`src/hw/rtl/psg_pkg.sv`:
```
package psg_pkg;

    localparam int HEADER_BYTES = 16;
    localparam int SIG_BYTES    = 4;

    localparam logic [7:0] MARKER_BYTE = 8'h1a;
    localparam logic [7:0] CMD_FRAME   = 8'hff;
    localparam logic [7:0] CMD_SKIP    = 8'hfe;
    localparam logic [7:0] CMD_END     = 8'hfd;
    localparam logic [7:0] REG_LAST    = 8'd15;

    localparam logic [1:0] KIND_REG_WRITE = 2'd0;
    localparam logic [1:0] KIND_FRAMES    = 2'd1;
    localparam logic [1:0] KIND_SUMMARY   = 2'd2;

    typedef enum logic [2:0] {
        PH_HEADER,
        PH_SKIP,
        PH_CMD,
        PH_ARG_SKIP,
        PH_ARG_REG,
        PH_DONE
    } t_phase;

    typedef struct packed {
        logic [7:0] data_byte;
        logic       final_byte;
    } t_in_word;

    typedef struct packed {
        logic [1:0]  event_kind;
        logic [3:0]  reg_index;
        logic [7:0]  reg_value;
        logic [9:0]  frame_count;
        logic        accepted;
        logic [31:0] used_size;
        logic        last_result;
    } t_out_word;

    // up to two result words produced by one input word
    typedef struct packed {
        logic [1:0] count;
        t_out_word  first;
        t_out_word  second;
    } t_push;

    function automatic logic [7:0] sig_byte(input logic [1:0] idx);
        logic [7:0] b;
        case (idx)
            2'd0:    b = 8'h50;
            2'd1:    b = 8'h53;
            2'd2:    b = 8'h47;
            default: b = MARKER_BYTE;
        endcase
        return b;
    endfunction

endpackage

```
`src/hw/rtl/psg_parse.sv`:
```
module psg_parse
    import psg_pkg::*;
#(
    parameter int SIZE_BITS = 32
) (
    input  logic     i_clk,
    input  logic     i_rst_n,
    input  logic     i_take,
    input  t_in_word i_word,
    output t_push    o_push
);

    localparam int EW = (SIZE_BITS > 32) ? SIZE_BITS : 32;

    logic [SIZE_BITS-1:0] r_pos, n_pos;
    logic [SIZE_BITS-1:0] r_cons, n_cons;
    t_phase               r_phase, n_phase;
    logic                 r_hv, n_hv;
    logic [3:0]           r_pend, n_pend;

    logic [SIZE_BITS-1:0] nxt;
    logic [7:0]           b;
    logic                 ev_v;
    t_out_word            ev;
    t_out_word            sum;
    logic                 acc;
    logic [EW-1:0]        cons_ext;

    always_ff @(posedge i_clk) begin
        if (!i_rst_n) begin
            r_pos   <= '0;
            r_cons  <= '0;
            r_phase <= PH_HEADER;
            r_hv    <= 1'b1;
            r_pend  <= '0;
        end else if (i_take) begin
            r_pos   <= n_pos;
            r_cons  <= n_cons;
            r_phase <= n_phase;
            r_hv    <= n_hv;
            r_pend  <= n_pend;
        end
    end

    always_comb begin
        b        = i_word.data_byte;
        nxt      = (&r_pos) ? r_pos : r_pos + 1'b1;
        n_pos    = nxt;
        n_cons   = r_cons;
        n_phase  = r_phase;
        n_hv     = r_hv;
        n_pend   = r_pend;
        ev_v     = 1'b0;
        ev       = '0;
        sum      = '0;
        o_push   = '0;

        unique case (r_phase)
            PH_HEADER: begin
                n_cons = nxt;
                if (r_pos < SIZE_BITS'(SIG_BYTES)) begin
                    if (b != sig_byte(r_pos[1:0])) begin
                        n_hv    = 1'b0;
                        n_phase = PH_DONE;
                    end
                end else if (b == CMD_FRAME) begin
                    n_phase        = PH_CMD;
                    ev_v           = 1'b1;
                    ev.event_kind  = KIND_FRAMES;
                    ev.frame_count = 10'd1;
                end else begin
                    n_phase = (r_pos >= SIZE_BITS'(HEADER_BYTES - 1)) ? PH_CMD : PH_SKIP;
                end
            end
            PH_SKIP: begin
                n_cons = nxt;
                if (r_pos >= SIZE_BITS'(HEADER_BYTES - 1)) begin
                    n_phase = PH_CMD;
                end
            end
            PH_CMD: begin
                if (b == CMD_FRAME) begin
                    n_cons         = nxt;
                    ev_v           = 1'b1;
                    ev.event_kind  = KIND_FRAMES;
                    ev.frame_count = 10'd1;
                end else if (b == CMD_SKIP) begin
                    n_phase = PH_ARG_SKIP;
                end else if (b == CMD_END) begin
                    n_cons  = nxt;
                    n_phase = PH_DONE;
                end else if (b <= REG_LAST) begin
                    n_pend  = b[3:0];
                    n_phase = PH_ARG_REG;
                end else begin
                    n_phase = PH_DONE;
                end
            end
            PH_ARG_SKIP: begin
                n_cons         = nxt;
                n_phase        = PH_CMD;
                ev_v           = 1'b1;
                ev.event_kind  = KIND_FRAMES;
                ev.frame_count = {b, 2'b00};
            end
            PH_ARG_REG: begin
                n_cons       = nxt;
                n_phase      = PH_CMD;
                ev_v         = 1'b1;
                ev.event_kind = KIND_REG_WRITE;
                ev.reg_index = r_pend;
                ev.reg_value = b;
            end
            default: begin
                n_phase = PH_DONE;
            end
        endcase

        acc      = n_hv && (r_pos >= SIZE_BITS'(HEADER_BYTES));
        cons_ext = EW'(n_cons);
        sum.event_kind  = KIND_SUMMARY;
        sum.accepted    = acc;
        sum.last_result = 1'b1;
        if (acc) begin
            sum.used_size = (cons_ext > EW'(32'hffff_ffff)) ? 32'hffff_ffff : cons_ext[31:0];
        end

        if (i_word.final_byte) begin
            n_pos   = '0;
            n_cons  = '0;
            n_phase = PH_HEADER;
            n_hv    = 1'b1;
            n_pend  = '0;
            if (ev_v) begin
                o_push.count  = 2'd2;
                o_push.first  = ev;
                o_push.second = sum;
            end else begin
                o_push.count = 2'd1;
                o_push.first = sum;
            end
        end else if (ev_v) begin
            ev.last_result = 1'b1;
            o_push.count   = 2'd1;
            o_push.first   = ev;
        end

        if (!i_take) begin
            o_push.count = 2'd0;
        end
    end

endmodule

```
`src/hw/rtl/psg_ofifo.sv`:
```
module psg_ofifo
    import psg_pkg::*;
(
    input  logic      i_clk,
    input  logic      i_rst_n,
    input  t_push     i_push,
    output logic      o_full,
    output logic      o_valid,
    input  logic      i_stall,
    output t_out_word o_word
);

    localparam int DEPTH = 4;

    t_out_word  r_mem [DEPTH];
    logic [1:0] r_wr, n_wr;
    logic [1:0] r_rd, n_rd;
    logic [2:0] r_count, n_count;
    logic       pop;

    assign o_valid = (r_count != 3'd0);
    assign o_word  = r_mem[r_rd];
    // room for two words is needed before taking another input word
    assign o_full  = (r_count > 3'(DEPTH - 2));
    assign pop     = o_valid && !i_stall;

    always_comb begin
        n_wr    = r_wr + i_push.count;
        n_rd    = r_rd + {1'b0, pop};
        n_count = r_count + {1'b0, i_push.count} - {2'b00, pop};
    end

    always_ff @(posedge i_clk) begin
        if (!i_rst_n) begin
            r_wr    <= '0;
            r_rd    <= '0;
            r_count <= '0;
        end else begin
            r_wr    <= n_wr;
            r_rd    <= n_rd;
            r_count <= n_count;
        end
    end

    always_ff @(posedge i_clk) begin
        if (i_push.count != 2'd0) begin
            r_mem[r_wr] <= i_push.first;
        end
        if (i_push.count == 2'd2) begin
            r_mem[r_wr + 2'd1] <= i_push.second;
        end
    end

endmodule

```
`src/hw/rtl/psg_register_dump_parser_top.sv`:
```
// Parses a PSG register dump streamed in one byte per word, with final_byte set on the
// last byte. Each input word is decoded in the cycle it is accepted and its results go
// into a four-word output queue; one input word is taken every cycle while the queue has
// room for two results, so the sustained rate is one byte per cycle, limited only by the
// output side draining one result word per cycle (a final byte that also completes a
// command yields two words). Register writes and frame additions appear as they are
// decoded; a summary word follows the final byte and the parser then starts a new file.
// Events from a file that the summary rejects must be dropped by the consumer.
module psg_register_dump_parser_top
    import psg_pkg::*;
#(
    parameter int SIZE_BITS = 32
) (
    input  logic      i_clk,
    input  logic      i_rst_n,
    input  logic      i_in_valid,
    output logic      o_in_stall,
    input  t_in_word  i_in_word,
    output logic      o_out_valid,
    input  logic      i_out_stall,
    output t_out_word o_out_word
);

    t_push push;
    logic  full;
    logic  take;

    assign o_in_stall = full;
    assign take       = i_in_valid && !full;

    psg_parse #(
        .SIZE_BITS(SIZE_BITS)
    ) u_parse (
        .i_clk   (i_clk),
        .i_rst_n (i_rst_n),
        .i_take  (take),
        .i_word  (i_in_word),
        .o_push  (push)
    );

    psg_ofifo u_ofifo (
        .i_clk   (i_clk),
        .i_rst_n (i_rst_n),
        .i_push  (push),
        .o_full  (full),
        .o_valid (o_out_valid),
        .i_stall (i_out_stall),
        .o_word  (o_out_word)
    );

endmodule

```
`config.mk`:
```
export PLATFORM = sky130hd
export DESIGN_NAME = psg_register_dump_parser_top
export DESIGN_NICKNAME = d
export VERILOG_FILES = /design/src/hw/rtl/psg_pkg.sv /design/src/hw/rtl/psg_parse.sv /design/src/hw/rtl/psg_ofifo.sv /design/src/hw/rtl/psg_register_dump_parser_top.sv
export SDC_FILE = /design/constraint.sdc
export NUM_CORES = 1
export LEC_CHECK = 0
export ABC_AREA = 1
export BUFFER_PORTS_ARGS = -buffer_cell sky130_fd_sc_hd__buf_4
export CORE_MARGIN = 2
export CORE_UTILIZATION = 46
export CTS_CLUSTER_SIZE = 40
export DETAILED_ROUTE_END_ITERATION = 8
export GPL_TIMING_DRIVEN = 0
export PLACE_DENSITY = 0.6
export SYNTH_ARGS = -nofsm -noshare
export SYNTH_HDL_FRONTEND = slang
export SYNTH_SLANG_ARGS = --single-unit
```
`constraint.sdc`:
```
create_clock -name i_clk -period 6 [get_ports i_clk]
set_input_delay 0.6 -clock i_clk [delete_from_list [all_inputs] [get_ports i_clk]]
set_output_delay 0.6 -clock i_clk [all_outputs]
set_load 0.02 [all_outputs]
```
==> results of run 1 <==
through the flow:
stage / utilization [%] / worst slack [ns]
after global placement: 49.95 / 1.414
after CTS: 53.59 / 2.391
after detailed placement: 50.16 / 2.054
after global routing: 53.59 / 2.192
final: 53.59 / 2.403
after floorplan: - / 2.523
worst reg2reg max path, cell delays in order (launching register included):
cell	delay [ns]
dfxtp_1	0.37
nor2_1	0.12
nand2_1	0.07
nor2_2	0.15
nand2_1	0.15
clkinv_2	0.09
nand2_4	0.07
nand3_4	0.08
nand2_8	0.11
ha_1	0.20
nand2_1	0.16
inv_2	0.10
nand2_2	0.11
nor2_2	0.07
inv_2	0.12
clkbuf_1	0.45
nand2_2	0.67
path summary, 6_finish.rpt:
path / cells after the start / endpoint / startpoint / slack, ns
setup / recovery: 6 / o_out_word[3] / u_ofifo.r_rd[0] / 2.40
hold / removal: 3 / u_parse.r_pend[1] / i_in_word[2] / 0.39
hold reg to reg: 2 / u_parse.r_cons[14] / u_parse.r_cons[14] / 0.46
setup reg to reg: 16 / u_ofifo.r_mem[1][8] / u_parse.r_pos[8] / 2.41
power by group:
| part | switching [W] | internal (W) |
|---|---|---|
| clock | 0.000852 | 0.00124 |
| combinational | 0.00136 | 0.000644 |
| sequential | 0.0000629 | 0.00230 |
placed cells by master, fill, tap and decap left out, types with 4 or more instances in the layout:
cell       netlist  final
nor2_1         210    210
nand3_2          4      4
o21ai_2         10     10
o21ai_0        207    207
inv_1           85     85
nand2_2          8     12
edfxtp_1       140    140
xnor2_1         17     17
clkinv_1         1      7
clkbuf_16        0     38
clkbuf_1        64     76
dfxtp_1        167    167
buf_6           16     16
a21oi_2         54     54
o22ai_1         58     58
nor2_2           9      9
nand3_4          5      5
o21ai_1          8      8
a21oi_1        151    151
ha_1            10     10
buf_4           13     80
buf_2           27     27
xor2_1           8      8
nand2_4          6      6
nand3_1        116    116
nand2_1        418    414
inv_2           23     23
nor3_1           5      5
nor2_4           7      7
routing by layer:
| metal | part of all wire [%] | vias to the layer above |
|---|---|---|
| met5 | 0 | - |
| met4 | 3.3 | 0 |
| met3 | 6.4 | 86 |
| met2 | 48 | 430 |
| met1 | 43 | 6365 |
| li1 | - | 6499 |
logic make-up (layout without fill, tap and decap cells):
logic type,count (synthesis),after routing,share of synthesized area (%)
AOI/OAI and AO/OA,491,491,18.29
xor gates and xnor gates,25,25,1.437
adders and majority gates,11,11,0.9525
buffers and inverters,234,367,7.160
DFF,307,307,49.53
other,1,1,0.02461
and+or+nand+nor,797,797,22.61
sequential cells by signal, indices dropped and copies added, names as in the netlist:
name,flops
u_ofifo.r_count,3
u_ofifo.r_mem,228
u_ofifo.r_rd,2
u_ofifo.r_wr,2
u_parse.r_cons,32
u_parse.r_hv,1
u_parse.r_pend,4
u_parse.r_phase,3
u_parse.r_pos,32
cell type report:
cell class                      instances  area (um2)
Buffer                                121       656.9
Clock buffer                           53        1037
Clock inverter                         10       81.33
Fill cell                            3143       15140
Inverter                              113       434.2
Multi-Input combinational cell       1325        6609
Sequential cell                       307        7547
Tap cell                              442       553.0
Timing Repair Buffer                   70       563.0
==> summary.md, run 1 <==
| Metric | Value |
|---|---|
| Run status | finished clean |
| Gr usage total | 26.55% |
| GR Overflow Total | 0 |
| Pwr Total | 0.006461 W |
| Placed instance count | 2,378 |
| Clock Tree Root | clkbuf_16 |
| Final instance area | 0.01748 mm2 |
| Post-route antenna net violation count | 0 |
| CP Cell Sequence | inv_1 > clkbuf_1 > clkbuf_1 > nor2_1 > o22ai_1 > buf_4 |
| Synth Register Bits | 307 |
| Max-cap viol count | 0 |
| Crit path largest cell delay | 0.55 ns |
| Placed Area | 0.01636 mm2 |
| Routed vias/inst | 5.481 |
| Final Setup Violations | 0 |
| Fin crit share | 59.95% |
| Hold Path Class | in2reg |
| Synth Instances | 1,866 |
| Starting DRT DRC Count | 1,111 |
| Die area | 0.03460 mm2 |
| CTS tree | done |
| Final Non-Filler Cells | 2,441 |
| Final setup skew | 0.01560 ns |
| LEAKAGE | 6.213 nW |
| Crit-path slowest cell | clkbuf_1 |
| Top cells by area, synth | edfxtp_1, dfxtp_1, nand2_1 |
| Nature of the critical path startpoint | flop |
| # rows | 66 |
| Slew headroom | 37.19% |
| Ys async rst share | 0% |
| First-pass GRT wire length | 70,690 um |
| Syn nets | 1,890 |
| F_max | 278.0 MHz |
| Cell repeated most along the worst path | clkbuf_1 |
| Met2 Use GR | 44.25% |
| Share of cells above drive strength 1 | 15.51% |
| Hold Violations, Final | 0 |
| RSZ-0062 raised after global routing | no |
| Floorplan Core Area | 0.03262 mm2 |
| # resized after CTS | 0 |
| Setup TNS | 0 ns |
| Pin count of the biggest net entering global routing | 36 |
| Met3 Use GR | 4.031% |
| CP arrival | 3.00 ns |
| # port buffers | 67 |
| Vias in the first global route | 12,503 |
| WP buf/inv | 4 |
| Initial Utilization | 46.71% |
| Largest area contributor in the netlist | edfxtp_1 |
| Sequential share of the synthesized area | 49.53% |
| # DRC | 0 |
| Top cells by count, synth | nand2_1, nor2_1, o21ai_0 |
| Drt total wl | 45,380 um |
| Top cell type's share of synthesized area | 27.59% |
| Slew Limit Fails | 0 |
| # diodes | 0 |
| Final GP Congestion | 0.8784 |
| DRT Pass-1 Iters | 5 |
| Most frequent cell after synthesis | nand2_1 |
| Worst vdd ir | 0.0001881 V |
| Post-Syn Area | 0.01524 mm2 |
| Via count | 13,380 |
| Ports | 73 |
| Clk_lat worst skew | 0.52 ns |
| Number of flops mapped to enable cells by yosys | 140 |
| Number of nets in the layout | 1,998 |
| Layout area overhead | 14.73% |
| Hold buffers post-CTS | 0 |
| Synth warn | 0 |
| Avg Cell Area, Syn | 8.166 um2 |
| Critical Path RT | 5.40 ns |
| Total CTS buffers | 36 |
| Met1 usage | 34.92% |
| Die Ht | 186 um |
| Kind of critical path | reg2out |
| Initial antenna violation count | 0 |
| Detailed Place HPWL | 32,500 um |
| Count of different cell masters after synthesis | 43 |
| Post-CTS setup buffers | 0 |
| Clk buf depth | 3 |
| Top delay family on crit path | buffers and inverters |
| TritonCTS Sinks | 307 |
| Grt peak-use layer | met2 |
| Hold Slack | 0.3896 ns |
| H-tree depth | 2 |
| Critical path peak fanout | 10 |
| Clock transition at path regs | 0.06 ns |
| Wire length per cell | 18.59 um |
| Slew @ Worst Pin | 0.9388 ns |
| Die Width | 186 um |
| P per Cell Area | 369.6 mW/mm2 |
| Critical path endpoint category | output pin |
| Minimum clock period | 3.597 ns |
| Main flop type after synthesis | dfxtp_1 |
Power figures use the tool's default switching activity.
==> inputs of run 2 (changes only) <==
- clock period: 6 -> 3.4 ns (I/O delays scaled with it)
==> run 2 against run 1 <==
  * Utilization is 0.10 points higher
  * Largest cell class unchanged
  * Power is 77% higher
  * Hold slack worse by 0.26 ns
  * Die area stayed put
  * Clock power is 77% higher
  * Global-route usage hardly changed
  * Flip-flop and latch count stayed put
  * Register-to-register slack worse by 2.2 ns
  * Critical endpoint is now o_out_word[36]
  * Final cell count stayed put
  * Final area is 0.19% higher
==> summary.md, run 2 (same netlist as run 1, synthesis figures left out) <==
| Metric | Value |
|---|---|
| Ports | 73 |
| Starting DRT DRC Count | 1,077 |
| Drt total wl | 45,460 um |
| Critical Path RT | 3.06 ns |
| Layout area overhead | 14.94% |
| Final GP Congestion | 0.8784 |
| Final Non-Filler Cells | 2,441 |
| Die Ht | 186 um |
| CP endpoint | o_out_word[36] |
| Critical R2R Launch | u_parse.r_pos[20] |
| Post-route antenna net violation count | 0 |
| Fin crit share | 95.47% |
| # port buffers | 67 |
| Share of cells above drive strength 1 | 15.77% |
| Final instance area | 0.01751 mm2 |
| Worst vdd ir | 0.0003315 V |
| RSZ-0062 raised after global routing | no |
| Highest metal used | met4 |
| Wire length per cell | 18.62 um |
| First-pass GRT wire length | 70,740 um |
| Register with the most flip-flops | u_ofifo.r_mem |
| Gr usage total | 26.56% |
| GR Overflow Total | 0 |
| H-tree depth | 2 |
| Slew headroom | 44.63% |
| Placed instance count | 2,378 |
| Hold Violations, Final | 0 |
| Critical path endpoint category | output pin |
| Commonest non-fill, non-tap cells in the layout | nand2_1, nor2_1, o21ai_0 |
| CTS tree | done |
| Slew @ Worst Pin | 0.8219 ns |
| Reg2reg setup slack | 0.20 ns |
| Commonest non-fill, non-tap cell in the layout | nand2_1 |
| Kind of critical path | reg2out |
| Placed Area | 0.01636 mm2 |
| Clock transition at path regs | 0.06 ns |
| Clock Tree Root | clkbuf_16 |
| Via count | 13,357 |
| Pwr Total | 0.01143 W |
| Vias in the first global route | 12,514 |
| Largest regs | u_ofifo.r_mem x228, u_parse.r_cons x32, u_parse.r_pos x32 |
| Number of nets in the layout | 1,997 |
| Minimum clock period | 3.246 ns |
| Die Width | 186 um |
| Floorplan Core Area | 0.03262 mm2 |
| Detailed Place HPWL | 32,500 um |
| Run status | finished clean |
| Worst slack, placed | -0.2857 ns |
| WL met3 | 2670 um |
| Setup TNS | 0 ns |
| Hold Path Class | in2reg |
| Worst R2R End | u_ofifo.r_mem[0][12] |
| Initial antenna violation count | 0 |
| LEAKAGE | 6.220 nW |
| Nature of the critical path startpoint | flop |
| Final Setup Violations | 0 |
| Final setup skew | 0.01681 ns |
| DRT Pass-1 Iters | 5 |
| Worst reg-to-reg path cell count | 17 |
| M1 WL | 19,750 um |
| Die area | 0.03460 mm2 |
| CP arrival | 2.91 ns |
| P per Cell Area | 652.9 mW/mm2 |
| # DRC | 0 |
| Critical path origin | u_ofifo.r_rd[0] |
| F_max | 308.1 MHz |
| Total CTS buffers | 36 |
| Critical path peak fanout | 10 |
| Routed vias/inst | 5.472 |
| Pin count of the biggest net entering global routing | 36 |
| Met2 WL | 21,570 um |
| Slew Limit Fails | 0 |
| Clk buf depth | 3 |
| Clk_lat worst skew | 0.52 ns |
| # rows | 66 |
| Max FFs per register | 228 |
| TritonCTS Sinks | 307 |
| Initial Utilization | 46.71% |
| Max-cap viol count | 0 |
| Final worst slack | 0.1541 ns |
-- run 2: metrics by stage --
stage / util (%) / hold WS (ns)
finish: 53.69 / 0.1267
CTS: 53.62 / 0.1131
global route: 53.69 / 0.1564
floorplan: - / 0.4445
global placement: 49.95 / 0.4516
detailed placement: 50.16 / 0.4556
-- run 2: how the worst min path moves through the flow --
stage / startpoint / endpoint / slack (ns) / cells past startpoint
6_report: i_in_word[2] / u_parse.r_pend[1] / 0.13 / 3
5_1_grt: i_in_word[2] / u_parse.r_pend[1] / 0.16 / 3
4_1_cts: i_in_word[2] / u_parse.r_pend[1] / 0.11 / 3
3_5_place_dp: u_parse.r_cons[21] / u_parse.r_cons[21] / 0.46 / 2
3_3_place_gp: u_parse.r_cons[25] / u_parse.r_cons[25] / 0.45 / 2
2_1_floorplan: u_ofifo.r_mem[1][56] / u_ofifo.r_mem[1][56] / 0.44 / 2
-- run 2: what timing repair did --
item                       in CTS  in global routing
gates cloned                    0                  0
hold buffers                    0                  0
gates resized for setup         2                  9
setup endpoints to repair      54                 81
buffers inserted                0                  0
hold endpoints to repair        0                  0
-- run 2: where the power goes --
part	internal [W]	switching, W
Combinational	0.00115	0.00242
Sequential	0.00406	0.000112
Clock	0.00219	0.00151
-- run 2: per-layer routing --
metal,vias up,track usage (%)
met1,6377,34.92
met5,-,0
met3,85,4.031
met4,0,9.827
li1,6507,-
met2,388,44.31
-- run 2: final cells by class --
cell class,count,area (um2)
multi-input cells,1325,6641
clock buffers,53,1037
diodes,1,2.502
plain buffers,120,654.4
flip-flops and latches,307,7547
repair buffers,70,563.0
fillers,3145,15100
inverters,113,434.2
clock inverters,10,81.33
well taps,442,553.0
-- run 2: worst max-delay path, stage by stage (launching register included) --
cell	delay [ns]
dfxtp_1	0.48
inv_1	0.31
clkbuf_1	0.50
clkbuf_1	0.52
nor2_1	0.08
o22ai_1	0.28
buf_4	0.20
